### config.mk
export PLATFORM = sky130hd
export DESIGN_NAME = waypoint_heading_follower
export DESIGN_NICKNAME = d
export VERILOG_FILES = /design/src/sv/wpf_pkg.sv /design/src/sv/waypoint_heading_follower.sv
export SDC_FILE = /design/constraint.sdc
export NUM_CORES = 2
export LEC_CHECK = 0
export CAP_MARGIN = 15
export CELL_PAD_IN_SITES_DETAIL_PLACEMENT = 1
export CELL_PAD_IN_SITES_GLOBAL_PLACEMENT = 1
export CORE_ASPECT_RATIO = 0.8
export CORE_UTILIZATION = 40
export CTS_CLUSTER_SIZE = 14
export DETAILED_ROUTE_END_ITERATION = 6
export DONT_BUFFER_PORTS = 1
export HOLD_SLACK_MARGIN = 0.1
export PLACE_DENSITY = 0.59
export SLEW_MARGIN = 20
export SYNTH_ARGS = -nofsm -noshare
export SYNTH_HDL_FRONTEND = slang
export SYNTH_SLANG_ARGS = --single-unit
### constraint.sdc
create_clock -name clk -period 9.2 [get_ports clk]
set_input_delay 1.84 -clock clk [delete_from_list [all_inputs] [get_ports clk]]
set_output_delay 1.84 -clock clk [all_outputs]
set_load 0.005 [all_outputs]
### src/sv/wpf_pkg.sv
// ----------------------------------------------------------------------------
// wpf_pkg - waypoint heading follower shared definitions
// Field widths, register codes, fixed-point constants and the CORDIC atan table.
// ----------------------------------------------------------------------------
package wpf_pkg;

	localparam int MAX_WAYPOINTS_DEF = 32;

	// payload widths
	localparam int POS_W   = 16;   // Q5.10 position
	localparam int HDG_W   = 15;   // Q2.12 heading
	localparam int SPD_W   = 15;   // Q3.12 speed magnitude
	localparam int ANG_W   = 16;   // Q3.12 signed turn command
	localparam int IDX_W   = 6;
	localparam int SLOT_W  = 5;
	localparam int CFG_IDX_W = 3;
	localparam int CFG_DATA_W = 15;
	localparam int HTOL_W  = 14;

	// internal datapath widths
	localparam int DELTA_W = POS_W + 1;   // waypoint minus pose
	localparam int CRD_W   = 34;          // CORDIC x/y, delta scaled by 2^14 plus gain
	localparam int Z_W     = 20;          // angle accumulator, 16 fractional bits
	localparam int DIFF_W  = 18;          // heading error, Q5.12
	localparam int CORDIC_STEPS = 16;
	localparam int STEP_W  = 4;

	localparam logic signed [Z_W-1:0]    HALF_PI_Q16 = 20'sd102944;
	localparam logic signed [DIFF_W-1:0] PI_Q12      = 18'sd12868;
	localparam logic signed [DIFF_W-1:0] TWO_PI_Q12  = 18'sd25736;

	// register reset values
	localparam logic [IDX_W-1:0]  WP_COUNT_RST   = 6'd0;
	localparam logic [SPD_W-1:0]  REACH_TOL_RST  = 15'd102;
	localparam logic [HTOL_W-1:0] HDG_TOL_RST    = 14'd410;
	localparam logic [SPD_W-1:0]  FWD_SPEED_RST  = 15'd1638;
	localparam logic [SPD_W-1:0]  TURN_RATE_RST  = 15'd1638;

	typedef enum logic [CFG_IDX_W-1:0] {
		REG_WAYPOINT_COUNT    = 3'd0,
		REG_REACH_TOLERANCE   = 3'd1,
		REG_HEADING_TOLERANCE = 3'd2,
		REG_FORWARD_SPEED     = 3'd3,
		REG_TURN_RATE         = 3'd4
	} cfg_reg_t;

	typedef enum logic [5:0] {
		ST_IDLE  = 6'b000001,
		ST_READ  = 6'b000010,
		ST_PREP  = 6'b000100,
		ST_ITER  = 6'b001000,
		ST_EVAL  = 6'b010000,
		ST_DELIV = 6'b100000
	} wpf_state_t;

	// round(atan(2^-i) * 65536)
	function automatic logic [15:0] atan_q16(input logic [STEP_W-1:0] i);
		logic [15:0] v;
		unique case (i)
			4'd0:  v = 16'd51472;
			4'd1:  v = 16'd30385;
			4'd2:  v = 16'd16055;
			4'd3:  v = 16'd8150;
			4'd4:  v = 16'd4091;
			4'd5:  v = 16'd2047;
			4'd6:  v = 16'd1024;
			4'd7:  v = 16'd512;
			4'd8:  v = 16'd256;
			4'd9:  v = 16'd128;
			4'd10: v = 16'd64;
			4'd11: v = 16'd32;
			4'd12: v = 16'd16;
			4'd13: v = 16'd8;
			4'd14: v = 16'd4;
			4'd15: v = 16'd2;
			default: v = 16'd0;
		endcase
		return v;
	endfunction

endpackage

### src/sv/waypoint_heading_follower.sv
// ----------------------------------------------------------------------------
// waypoint_heading_follower - turn-then-drive waypoint steering
// Waypoint table plus a sequencer around one shared CORDIC vectoring stage.
// ----------------------------------------------------------------------------
// Usage:
//   Input channel (in_valid/in_ready): action=1 beats store (load_x, load_y)
//   at load_slot; action=0 beats are pose ticks steering toward the waypoint
//   at the current target index. Every input beat yields exactly one output
//   beat (out_valid/out_ready) with linear/angular commands, the target index
//   after the beat, and the reached / done flags.
//   Config channel (cfg_valid/cfg_ready) is always ready; write it only while
//   the block is idle. Index 0..4: count, reach tol, heading tol, speed, turn.
//   Steps: a pose tick goes from accept to out_valid through one delta
//   (the table is read at the accept edge), one pre-rotation, 16 CORDIC steps
//   through the single shift/add unit, one evaluate, one output write. Load
//   beats and ticks past the last waypoint go straight to the output write.
//   in_ready is high only while idle: no beat is taken until the last is written.
//   The output register holds a finished result while the receiver stalls;
//   the next beat is accepted and worked meanwhile, and waits to deliver.
//   Reset clears the target index and loads the register defaults; table
//   contents are undefined until loaded.
// ----------------------------------------------------------------------------
module waypoint_heading_follower #(
	parameter int MAX_WAYPOINTS = wpf_pkg::MAX_WAYPOINTS_DEF
) (
	input  logic                                   clk,
	input  logic                                   arst_n,
	// config write
	input  logic                                   cfg_valid,
	output logic                                   cfg_ready,
	input  logic [wpf_pkg::CFG_IDX_W-1:0]          cfg_index,
	input  logic [wpf_pkg::CFG_DATA_W-1:0]         cfg_data,
	// input items
	input  logic                                   in_valid,
	output logic                                   in_ready,
	input  logic                                   action,
	input  logic [wpf_pkg::SLOT_W-1:0]             load_slot,
	input  logic signed [wpf_pkg::POS_W-1:0]       load_x,
	input  logic signed [wpf_pkg::POS_W-1:0]       load_y,
	input  logic signed [wpf_pkg::POS_W-1:0]       pose_x,
	input  logic signed [wpf_pkg::POS_W-1:0]       pose_y,
	input  logic signed [wpf_pkg::HDG_W-1:0]       pose_heading,
	// results
	output logic                                   out_valid,
	input  logic                                   out_ready,
	output logic [wpf_pkg::SPD_W-1:0]              linear_cmd,
	output logic signed [wpf_pkg::ANG_W-1:0]       angular_cmd,
	output logic [wpf_pkg::IDX_W-1:0]              waypoint_index,
	output logic                                   reached,
	output logic                                   done_res
);
	import wpf_pkg::*;

	localparam int AW = (MAX_WAYPOINTS > 2) ? $clog2(MAX_WAYPOINTS) : 1;

	// control state
	wpf_state_t        st_q;
	logic [STEP_W-1:0] it_q;
	logic [IDX_W-1:0]  target_index_q;
	logic              out_valid_q;

	// config registers
	logic [IDX_W-1:0]  wp_count_q;
	logic [SPD_W-1:0]  reach_tol_q;
	logic [HTOL_W-1:0] hdg_tol_q;
	logic [SPD_W-1:0]  fwd_speed_q;
	logic [SPD_W-1:0]  turn_rate_q;

	// waypoint table: y in upper half, x in lower half
	logic [2*POS_W-1:0] wp_mem [MAX_WAYPOINTS];
	logic [2*POS_W-1:0] rd_q;

	// datapath
	logic signed [POS_W-1:0]   pose_x_q, pose_y_q;
	logic signed [HDG_W-1:0]   hdg_q;
	logic signed [DELTA_W-1:0] dx_q, dy_q;
	logic signed [CRD_W-1:0]   x_q, y_q;
	logic signed [Z_W-1:0]     z_q;
	logic                      zero_q;

	logic [SPD_W-1:0]          res_lin_q;
	logic signed [ANG_W-1:0]   res_ang_q;
	logic                      res_reached_q;
	logic                      res_done_q;

	logic [SPD_W-1:0]          lin_q;
	logic signed [ANG_W-1:0]   ang_q;
	logic [IDX_W-1:0]          widx_q;
	logic                      reached_q;
	logic                      done_q;

	logic in_acc, out_free, deliver;
	logic done_now, slot_ok;
	logic mem_we, mem_re;
	logic [AW-1:0] wr_addr, rd_addr;

	assign in_ready  = (st_q == ST_IDLE);
	assign cfg_ready = 1'b1;
	assign in_acc    = in_valid && in_ready;
	assign out_free  = !out_valid_q || out_ready;
	assign deliver   = (st_q == ST_DELIV) && out_free;

	// done when index reaches min(count, table depth)
	assign done_now = (target_index_q >= wp_count_q) ||
		(32'(target_index_q) >= 32'(MAX_WAYPOINTS));
	assign slot_ok  = 32'(load_slot) < 32'(MAX_WAYPOINTS);

	assign wr_addr = AW'(load_slot);
	assign rd_addr = AW'(target_index_q);
	assign mem_we  = in_acc && action && slot_ok;
	assign mem_re  = in_acc && !action;

	always_ff @(posedge clk) begin
		if (mem_we) begin
			wp_mem[wr_addr] <= {load_y, load_x};
		end
		if (mem_re) begin
			rd_q <= wp_mem[rd_addr];
		end
	end

	// -------- delta and pre-rotation --------
	logic signed [POS_W-1:0]   wx, wy;
	logic signed [DELTA_W-1:0] dx_n, dy_n;
	logic signed [CRD_W-1:0]   x0, y0;

	assign wx   = rd_q[POS_W-1:0];
	assign wy   = rd_q[2*POS_W-1:POS_W];
	assign dx_n = DELTA_W'(wx) - DELTA_W'(pose_x_q);
	assign dy_n = DELTA_W'(wy) - DELTA_W'(pose_y_q);
	assign x0   = {{(CRD_W-DELTA_W-14){dx_q[DELTA_W-1]}}, dx_q, 14'b0};
	assign y0   = {{(CRD_W-DELTA_W-14){dy_q[DELTA_W-1]}}, dy_q, 14'b0};

	// -------- shared CORDIC step --------
	logic signed [CRD_W-1:0] xs, ys;
	logic signed [Z_W-1:0]   at;

	assign xs = x_q >>> it_q;
	assign ys = y_q >>> it_q;
	assign at = Z_W'(atan_q16(it_q));

	// -------- evaluate --------
	logic signed [Z_W:0]       zr;
	logic signed [ANG_W-1:0]   bearing;
	logic signed [DIFF_W-1:0]  diff_raw, diff;
	logic [DIFF_W-1:0]         adiff;
	logic [DELTA_W-1:0]        adx, ady;
	logic                      turn, reach_hit;

	assign zr       = (Z_W+1)'(z_q) + (Z_W+1)'(8);
	assign bearing  = zero_q ? '0 : ANG_W'(zr >>> 4);
	assign diff_raw = DIFF_W'(bearing) - DIFF_W'(hdg_q);

	// single wrap only
	always_comb begin
		priority if (diff_raw > PI_Q12) begin
			diff = diff_raw - TWO_PI_Q12;
		end else if (diff_raw < -PI_Q12) begin
			diff = diff_raw + TWO_PI_Q12;
		end else begin
			diff = diff_raw;
		end
	end

	assign adiff     = diff[DIFF_W-1] ? DIFF_W'(-diff) : DIFF_W'(diff);
	assign turn      = adiff > DIFF_W'(hdg_tol_q);
	assign adx       = dx_q[DELTA_W-1] ? DELTA_W'(-dx_q) : DELTA_W'(dx_q);
	assign ady       = dy_q[DELTA_W-1] ? DELTA_W'(-dy_q) : DELTA_W'(dy_q);
	assign reach_hit = (adx < DELTA_W'(reach_tol_q)) && (ady < DELTA_W'(reach_tol_q));

	// -------- control --------
	always_ff @(posedge clk or negedge arst_n) begin
		if (!arst_n) begin
			st_q           <= ST_IDLE;
			it_q           <= '0;
			target_index_q <= '0;
			out_valid_q    <= 1'b0;
			wp_count_q     <= WP_COUNT_RST;
			reach_tol_q    <= REACH_TOL_RST;
			hdg_tol_q      <= HDG_TOL_RST;
			fwd_speed_q    <= FWD_SPEED_RST;
			turn_rate_q    <= TURN_RATE_RST;
		end else begin
			if (cfg_valid && cfg_ready) begin
				unique case (cfg_reg_t'(cfg_index))
					REG_WAYPOINT_COUNT:    wp_count_q  <= cfg_data[IDX_W-1:0];
					REG_REACH_TOLERANCE:   reach_tol_q <= cfg_data[SPD_W-1:0];
					REG_HEADING_TOLERANCE: hdg_tol_q   <= cfg_data[HTOL_W-1:0];
					REG_FORWARD_SPEED:     fwd_speed_q <= cfg_data[SPD_W-1:0];
					REG_TURN_RATE:         turn_rate_q <= cfg_data[SPD_W-1:0];
					default: ;
				endcase
			end

			if (deliver) begin
				out_valid_q <= 1'b1;
			end else if (out_ready) begin
				out_valid_q <= 1'b0;
			end

			unique case (st_q)
				ST_IDLE: begin
					if (in_acc) begin
						st_q <= (action || done_now) ? ST_DELIV : ST_READ;
					end
				end
				ST_READ: st_q <= ST_PREP;
				ST_PREP: begin
					st_q <= ST_ITER;
					it_q <= '0;
				end
				ST_ITER: begin
					it_q <= it_q + 1'b1;
					if (it_q == STEP_W'(CORDIC_STEPS-1)) begin
						st_q <= ST_EVAL;
					end
				end
				ST_EVAL: begin
					st_q <= ST_DELIV;
					if (reach_hit) begin
						target_index_q <= target_index_q + 1'b1;
					end
				end
				ST_DELIV: begin
					if (out_free) begin
						st_q <= ST_IDLE;
					end
				end
				default: st_q <= ST_IDLE;
			endcase
		end
	end

	// -------- datapath registers --------
	always_ff @(posedge clk) begin
		if (in_acc) begin
			pose_x_q      <= pose_x;
			pose_y_q      <= pose_y;
			hdg_q         <= pose_heading;
			res_lin_q     <= '0;
			res_ang_q     <= '0;
			res_reached_q <= 1'b0;
			res_done_q    <= !action && done_now;
		end

		if (st_q == ST_READ) begin
			dx_q <= dx_n;
			dy_q <= dy_n;
		end

		if (st_q == ST_PREP) begin
			zero_q <= (dx_q == '0) && (dy_q == '0);
			if (dx_q[DELTA_W-1]) begin
				if (!dy_q[DELTA_W-1]) begin
					x_q <= y0;
					y_q <= -x0;
					z_q <= HALF_PI_Q16;
				end else begin
					x_q <= -y0;
					y_q <= x0;
					z_q <= -HALF_PI_Q16;
				end
			end else begin
				x_q <= x0;
				y_q <= y0;
				z_q <= '0;
			end
		end

		if (st_q == ST_ITER) begin
			if (!y_q[CRD_W-1]) begin
				x_q <= x_q + ys;
				y_q <= y_q - xs;
				z_q <= z_q + at;
			end else begin
				x_q <= x_q - ys;
				y_q <= y_q + xs;
				z_q <= z_q - at;
			end
		end

		if (st_q == ST_EVAL) begin
			res_done_q    <= 1'b0;
			res_reached_q <= reach_hit;
			if (turn) begin
				res_lin_q <= '0;
				res_ang_q <= diff[DIFF_W-1] ? -ANG_W'(turn_rate_q) : ANG_W'(turn_rate_q);
			end else begin
				res_lin_q <= fwd_speed_q;
				res_ang_q <= '0;
			end
		end

		if (deliver) begin
			lin_q     <= res_lin_q;
			ang_q     <= res_ang_q;
			widx_q    <= target_index_q;
			reached_q <= res_reached_q;
			done_q    <= res_done_q;
		end
	end

	assign out_valid      = out_valid_q;
	assign linear_cmd     = lin_q;
	assign angular_cmd    = ang_q;
	assign waypoint_index = widx_q;
	assign reached        = reached_q;
	assign done_res       = done_q;

`ifndef SYNTHESIS
	a_iter_to_eval: assert property (@(posedge clk) disable iff (!arst_n)
		(st_q == ST_ITER && it_q == STEP_W'(CORDIC_STEPS-1)) |=> (st_q == ST_EVAL))
		else $error("CORDIC sequence did not end after its last step");

	a_reach_advances: assert property (@(posedge clk) disable iff (!arst_n)
		(st_q == ST_EVAL && reach_hit) |=> (target_index_q == $past(target_index_q) + 1'b1))
		else $error("target index did not advance on reach");

	a_flags_exclusive: assert property (@(posedge clk) disable iff (!arst_n)
		out_valid |-> !(reached && done_res))
		else $error("reached and done set on one beat");

	a_busy_not_ready: assert property (@(posedge clk) disable iff (!arst_n)
		in_acc |=> !in_ready)
		else $error("input accepted while previous item still in flight");
`endif

endmodule

Word-level counts from Yosys, hierarchy flattened
Memories as Yosys holds them, arrays and structs flattened. A register that Yosys moved wholly into a read port is not among the register bits.
Index checks and enable logic that the tools add are counted.
{ "op_classes": {"add_sub_neg": 20, "multipliers": 0, "n_div": 0, "n_lt_le_gt_ge": 7, "n_eq_ne": 14, "shift": 2, "mux": 40, "n_bitwise": 0, "n_reduce_logical": 25} }
{ "ops": {"columns": ["cell", "count"], "rows": [
  ["two-way mux 34 bit", 10],
  ["two-way mux 20 bit", 5],
  ["two-way mux 16 bit", 5],
  ["adder 34 bit", 2],
  ["negation 31 -> 34 bit", 2],
  [">>> shifter 34 x 4 -> 34 bit", 2],
  ["subtractor 34 bit", 2],
  ["two-way mux 18 bit", 3],
  ["two-way mux 15 bit", 3],
  ["case mux 6 bit (6 select lines)", 1],
  ["zero test 17 bit", 2],
  ["< comparator 17 x 15 -> 1 bit", 2],
  ["two-way mux 17 bit", 2],
  ["negation 17 bit", 2],
  ["subtractor 16 x 16 -> 17 bit", 2],
  ["two-way mux 6 bit", 4],
  ["adder 20 x 17 -> 20 bit", 1],
  ["adder 20 x 5 -> 20 bit (second input constant)", 1],
  ["subtractor 20 x 17 -> 20 bit", 1],
  ["adder 17 x 16 -> 18 bit (second input constant)", 1],
  ["greater-than comparator 18 x 14 -> 1 bit", 1],
  ["negation 18 bit", 1],
  ["subtractor 17 x 16 -> 18 bit (second input constant)", 1],
  ["greater-than comparator 17 x 15 -> 1 bit (second input constant)", 1],
  ["other kinds (28)", 51]
]} }
{ "totals": {"reg_bits": 324, "latchBits": 0, "ram_bits": 1024, "rom_bits": 256, "input_bits": 108, "out_inout_bits": 42, "elab_cells": 137, "memories": 2} }
{ "mem_list": {"columns": ["memory", "words", "word_bits", "read_ports", "rd_clocked_by_memory_dff", "write_ports", "line_no", "rtl"], "rows": [
  ["wp_mem", 32, 32, 1, 1, 1, "waypoint_heading_follower.sv:70", "logic [2*POS_W-1:0] wp_mem [MAX_WAYPOINTS];"],
  ["(no name shown)", 16, 16, 1, 0, 0, "wpf_pkg.sv:59", "unique case (i)"]
]} }

Longest topological paths before layout
{ "depth": {"ltp_word": 11, "ltp_mapped": 35, "mapped_depth_nobuf": 33} }

Least setup slack after synthesis
OpenSTA, ideal clock, no wires.
{ "synth_timing": {"path_kind": "register to register", "start": "register z_q[3]", "end": "register res_ang_q[10] (data pin)", "setup_ns": 0.281, "t_arrival_ns": 6.151, "required_ns": 8.919, "path_slack_ns": 2.768, "stages_incl_launch_ff": 31, "n_path_buf": 3, "period_less_slack_ns": 6.432, "cell_sequence": "edfxtp_1 ha_1 nand2b_1 ha_1 inv_1 fa_1 a21o_1 a21oi_1 xor2_1 ha_1 nand3_1 a311o_1 a211oi_2 o31ai_1 nand3_1 a22o_1 clkbuf_1 clkbuf_1 mux2_2 ha_1 a21o_1 a21oi_1 o21ai_0 a21oi_1 nor2_1 a211oi_1 nor2_1 o21bai_1 o211a_2 buf_6 a211oi_2"} }
{ "synth_between": {"elab_chain_len": 11, "word_cells_on_any_way": 15, "cone_classes": "add/sub (5); order compare (3); mux (7)"} }
{ "synth_lines": {"columns": ["item", "line_no", "rtl"], "rows": [
  ["from (decl)", "waypoint_heading_follower.sv:78", "logic signed [Z_W-1:0] z_q;"],
  ["from (signal assigned)", "waypoint_heading_follower.sv:261", "z_q <= -HALF_PI_Q16;"],
  ["from (signal assigned)", "waypoint_heading_follower.sv:274", "z_q <= z_q + at;"],
  ["from (signal assigned)", "waypoint_heading_follower.sv:278", "z_q <= z_q - at;"],
  ["adder 20 x 5 -> 20 bit *", "waypoint_heading_follower.sv:150", "assign zr = (Z_W+1)'(z_q) + (Z_W+1)'(8);"],
  ["two-way mux 16 bit *", "waypoint_heading_follower.sv:151", "assign bearing = zero_q ? '0 : ANG_W'(zr >>> 4);"],
  ["subtractor 16 x 15 -> 17 bit *", "waypoint_heading_follower.sv:152", "assign diff_raw = DIFF_W'(bearing) - DIFF_W'(hdg_q);"],
  ["adder 17 x 16 -> 18 bit / < comparator 17 x 15 -> 1 bit (equally long branches)", "waypoint_heading_follower.sv:159, waypoint_heading_follower.sv:158", null],
  ["two-way mux 18 bit", "waypoint_heading_follower.sv:158", "end else if (diff_raw < -PI_Q12) begin"],
  ["two-way mux 18 bit *", "waypoint_heading_follower.sv:156", "priority if (diff_raw > PI_Q12) begin"],
  ["negation 18 bit", "waypoint_heading_follower.sv:165", "assign adiff = diff[DIFF_W-1] ? DIFF_W'(-diff) : DIFF_W'(diff);"],
  ["two-way mux 18 bit", "waypoint_heading_follower.sv:165", null],
  ["greater-than comparator 18 x 14 -> 1 bit", "waypoint_heading_follower.sv:166", "assign turn = adiff > DIFF_W'(hdg_tol_q);"],
  ["two-way mux 16 bit *", "waypoint_heading_follower.sv:285", "if (turn) begin"],
  ["two-way mux 16 bit *", "waypoint_heading_follower.sv:282", "if (st_q == ST_EVAL) begin"],
  ["to (signal assigned)", "waypoint_heading_follower.sv:287", "res_ang_q <= diff[DIFF_W-1] ? -ANG_W'(turn_rate_q) : ANG_W'(turn_rate_q);"],
  ["to (decl)", "waypoint_heading_follower.sv:82", "logic signed [ANG_W-1:0] res_ang_q;"]
]} }
Mark *: on every way between the ends. The rest lies on a longest branch, timed or not.
A chain may end at the register's enable or synchronous reset.

Worst setup path after layout
{ "layout_timing": {"start": "register z_q[4]", "end": "register res_lin_q[8] (data pin)"} }
{ "layout_between": {"elab_chain_len": 11, "word_cells_on_any_way": 14, "cone_classes": "add/sub (5); order compare (3); mux (6)"} }
{ "layout_lines": {"columns": ["item", "line_no", "rtl"], "rows": [
  ["adder 20 x 5 -> 20 bit *", "waypoint_heading_follower.sv:150", null],
  ["two-way mux 16 bit *", "waypoint_heading_follower.sv:151", null],
  ["subtractor 16 x 15 -> 17 bit *", "waypoint_heading_follower.sv:152", null],
  ["adder 17 x 16 -> 18 bit / < comparator 17 x 15 -> 1 bit (equally long branches)", "waypoint_heading_follower.sv:159, waypoint_heading_follower.sv:158", null],
  ["two-way mux 18 bit", "waypoint_heading_follower.sv:158", null],
  ["two-way mux 18 bit *", "waypoint_heading_follower.sv:156", null],
  ["negation 18 bit", "waypoint_heading_follower.sv:165", null],
  ["two-way mux 18 bit *", "waypoint_heading_follower.sv:165", null],
  ["greater-than comparator 18 x 14 -> 1 bit *", "waypoint_heading_follower.sv:166", null],
  ["two-way mux 15 bit *", "waypoint_heading_follower.sv:285", null],
  ["two-way mux 15 bit *", "waypoint_heading_follower.sv:282", null],
  ["to (signal assigned)", "waypoint_heading_follower.sv:289", "res_lin_q <= fwd_speed_q;"],
  ["to (decl)", "waypoint_heading_follower.sv:81", "logic [SPD_W-1:0] res_lin_q;"]
]} }
Marked as above.

==> results.cfg <==
[logic_synthesis]
synth-main-ff-cell = sky130_fd_sc_hd__edfxtp_1
synth_seq_cells = 1380
synth_largest_area_cell = sky130_fd_sc_hd__edfxtp_1
synth-edff-count = 1297
post_synth_num_cell_types = 100
post-synth-top-count-cell = sky130_fd_sc_hd__edfxtp_1
synth.area.top_cells = sky130_fd_sc_hd__edfxtp_1, sky130_fd_sc_hd__mux4_2, sky130_fd_sc_hd__ha_1
synth_async_sr_flop_share = 0.0594
mappedNetlistArea_mm2 = 0.0667
syn_nets = 4673
yosysSeqAreaShare = 0.615
synthDominantCellAreaShare = 0.584
syn_area_per_cell_um2 = 15.3
synth_commonest_cells = sky130_fd_sc_hd__edfxtp_1, sky130_fd_sc_hd__mux4_2, sky130_fd_sc_hd__nand2_1
synth.yosys.warnings = 0
synthCells = 4351

[drt]
drt_pass1_iterations = 5
detailroute.via_count = 39000
vias_per_cell = 5.78
post-route-drc-count = 0
wl_per_cell_um = 28.3
drtIter0Drc = 3415
ant_nets = 0
total_wirelength_of_the_detailed_routed_design_um = 191000

[floorplan]
initial_core_util = 0.405
die_height_um = 367
top_level_ports = 150
core-area_mm2 = 0.165
die-width_um = 459
std_cell_rows = 133
die_outline_area_mm2 = 0.168

[pwr]
power.switching_uw = 4990
share_clk_of_total_power = 0.347
pwr_density_cell_mw_per_mm2 = 228
p_sw_frac = 0.294
power_frac_seq = 0.440
leakagePower_uw = 0.0245
power_frac_comb = 0.212
cell_internal_pwr_uw = 12000
irDropWorstVdd_uv = 200

[clocking]
clk_transition_reported_paths_ns = 0.06
worst_skew_pair.late_latency_ns = 0.80
cts-htree-levels = 4
clock_tree.root_cell = sky130_fd_sc_hd__clkbuf_16
ctsLongestPathBuffers = 3
postCtsSetupRepairBufs = 0
post_cts_resized = 0
clock_sinks = 1380
tritoncts = done
tritoncts.num_buffers = 146
cts.hold.buffers_added = 0

[setup_path]
worstSetupPathType = reg2reg
worstPathArrival_ns = 7.91
cp_data_required_time_ns = 9.78
crit_fanout = 15
critPathCaptureType = flop
setup.worst_path.start_class = flop

[sta]
rsz0062_at_grt = no
post-route-min-period_ns = 7.33
finalSetupViolCount = 0
final-max-slew-violation-count = 0
final-hold-violation-count = 0
worstMarginPinSlew_ns = 0.987
layout_worst_path_cycle_share = 0.797
fin_skew_ns = 0.0496
timing.max_slew.rel_slack = 0.338
max_freq_ghz = 0.136
setup-tns-final_ns = 0

[global_routing]
use_met3 = 0.0431
use_met1 = 0.339
most_congested_layer_reported_by_global_routing = met2
antenna_found_initial = 19
number_of_global_route_vias_before_repair = 39400
grt_max_degree = 128
grt.met2_usage = 0.341
grt_usage = 0.227
global_route_wire_length_before_repair_um = 278000
grt-ovfl-total = 0

[finish]
fin_nets = 4708
layout-drive-gt1-share = 0.194
syn2layout_area_growth_pct = 11.6
layout.core_utilization = 0.451

[placed_design]
place_congestion = 0.833
port-buffer-count = 0
dp.final_hpwl_um = 120000

[flow_run]
drv.max_cap_violation_count = 0

[min_path]
min-delay-path-class = reg2reg

[status]
run_status = complete, no violations
-- registers in the layout, indices dropped and copies added, names as in the netlist, 14 cells and up --
| name | count |
|---|---|
| angular_cmd | 16 |
| dx_q | 17 |
| dy_q | 17 |
| fwd_speed_q | 15 |
| hdg_q | 15 |
| hdg_tol_q | 14 |
| linear_cmd | 15 |
| pose_x_q | 16 |
| pose_y_q | 16 |
| rd_q | 32 |
| reach_tol_q | 15 |
| res_ang_q | 16 |
| res_lin_q | 15 |
| turn_rate_q | 15 |
| wp_mem | 1024 |
| x_q | 34 |
| y_q | 34 |
| z_q | 20 |
-- worst paths after layout --
path                       depth (start not counted)  slack, ns     startpoint              end
setup / recovery                                  27       1.87         z_q[4]     res_lin_q[8]
hold / removal                                     0       0.42  res_ang_q[15]  angular_cmd[15]
setup reg to reg                                  27       1.87         z_q[4]     res_lin_q[8]
hold reg to reg                                    0       0.42  res_ang_q[15]  angular_cmd[15]
max in group asynchronous                          0       8.16         arst_n          st_q[0]
min in group asynchronous                          0       0.76         arst_n   fwd_speed_q[3]
-- cells by family (layout without fill, tap and decap cells) --
kind of cell / count (synthesis) / after routing / synth area share
flip-flops: 1380 / 1380 / 0.615
other: 1 / 8 / 0.0000562
adder cells (fa/ha/maj): 214 / 214 / 0.0408
XOR/XNOR: 253 / 253 / 0.0334
multiplexers: 546 / 546 / 0.157
AO/OA/AOI/OAI: 673 / 673 / 0.0649
AND/OR/NAND/NOR: 919 / 919 / 0.0661
buffers and inverters: 365 / 518 / 0.0222
-- worst max-delay path, cell delays in order, from the launching register on --
cell	delay, ns
sky130_fd_sc_hd__edfxtp_1	0.43
sky130_fd_sc_hd__ha_1	0.23
sky130_fd_sc_hd__and2_1	0.24
sky130_fd_sc_hd__nand2_1	0.12
sky130_fd_sc_hd__xor2_1	0.15
sky130_fd_sc_hd__nor2_1	0.06
sky130_fd_sc_hd__ha_1	0.26
sky130_fd_sc_hd__a21o_1	0.25
sky130_fd_sc_hd__or3_1	0.34
sky130_fd_sc_hd__o211ai_1	0.31
sky130_fd_sc_hd__nand2_1	0.11
sky130_fd_sc_hd__xor2_1	0.44
sky130_fd_sc_hd__o211ai_1	0.24
sky130_fd_sc_hd__a311oi_2	0.78
sky130_fd_sc_hd__mux2i_1	0.19
sky130_fd_sc_hd__a21boi_0	0.66
sky130_fd_sc_hd__nor2_1	0.14
sky130_fd_sc_hd__xnor2_1	0.17
sky130_fd_sc_hd__ha_1	0.30
sky130_fd_sc_hd__a21oi_1	0.15
sky130_fd_sc_hd__o21ai_0	0.10
sky130_fd_sc_hd__a21oi_1	0.16
sky130_fd_sc_hd__nor2_1	0.06
sky130_fd_sc_hd__a211oi_1	0.20
sky130_fd_sc_hd__nor2_1	0.06
sky130_fd_sc_hd__o21bai_1	0.21
sky130_fd_sc_hd__o211ai_2	0.37
sky130_fd_sc_hd__nor3_1	0.37
-- final cells by class --
type | count | area [um2]
Clock inverter | 77 | 858
Fill cell | 16100 | 90500
Multi-Input combinational cell | 2606 | 24500
Clock buffer | 189 | 3920
Timing Repair Buffer | 77 | 636
Sequential cell | 1380 | 41100
Inverter | 175 | 661
Antenna cell | 7 | 17.5
Tap cell | 2227 | 2790
-- power by group through the flow --
stage               Clock (uW)  Combinational, uW  Sequential, uW
floorplan                    0               2750            7470
global placement             0               3550            7600
detailed placement           0               3600            7610
CTS                       6030               3630            7480
global route              6230               4010            7510
finish                    5900               3600            7470
-- layer usage --
layer | up-vias | routed length, um
met2 | 1071 | 85700
met1 | 20600 | 90100
li1 | 17100 | -
met4 | 4 | 3590
met3 | 218 | 11500
met5 | - | 25
-- placed cells by master, fill, tap and decap left out, drive strengths merged, types with 12 or more instances in the layout --
| cell | synthesis | layout |
|---|---|---|
| a211oi | 40 | 40 |
| a21boi | 23 | 23 |
| a21o | 61 | 61 |
| a21oi | 169 | 169 |
| a31oi | 22 | 22 |
| and2 | 26 | 26 |
| and3 | 22 | 22 |
| buf | 77 | 77 |
| clkbuf | 113 | 189 |
| clkinv | 0 | 61 |
| dfrtp | 60 | 60 |
| dfstp | 22 | 22 |
| edfxtp | 1297 | 1297 |
| ha | 208 | 208 |
| inv | 175 | 176 |
| mux2 | 85 | 85 |
| mux2i | 70 | 70 |
| mux4 | 391 | 391 |
| nand2 | 265 | 265 |
| nand2b | 37 | 37 |
| nand3 | 61 | 61 |
| nand4 | 14 | 14 |
| nor2 | 262 | 262 |
| nor2b | 41 | 41 |
| nor3 | 78 | 78 |
| nor3b | 14 | 14 |
| nor4 | 12 | 12 |
| o211ai | 25 | 25 |
| o21a | 21 | 21 |
| o21ai | 203 | 203 |
| o31ai | 14 | 14 |
| or3 | 38 | 38 |
| xnor2 | 158 | 158 |
| xor2 | 95 | 95 |
-- per-stage QoR --
stage	worst slack [ns]	hold slack [ns]	area [um2]	power, uW	std cells
after floorplan	2.77	0.400	66700	10200	4351
after global placement	1.92	0.403	69600	11200	6464
after CTS	1.78	0.420	74400	17100	6730
after detailed placement	1.87	0.406	69600	11200	6464
after global routing	1.02	0.423	74400	17800	6734
final	1.87	0.417	74400	17000	6738
(Power assumes the default switching activity.)
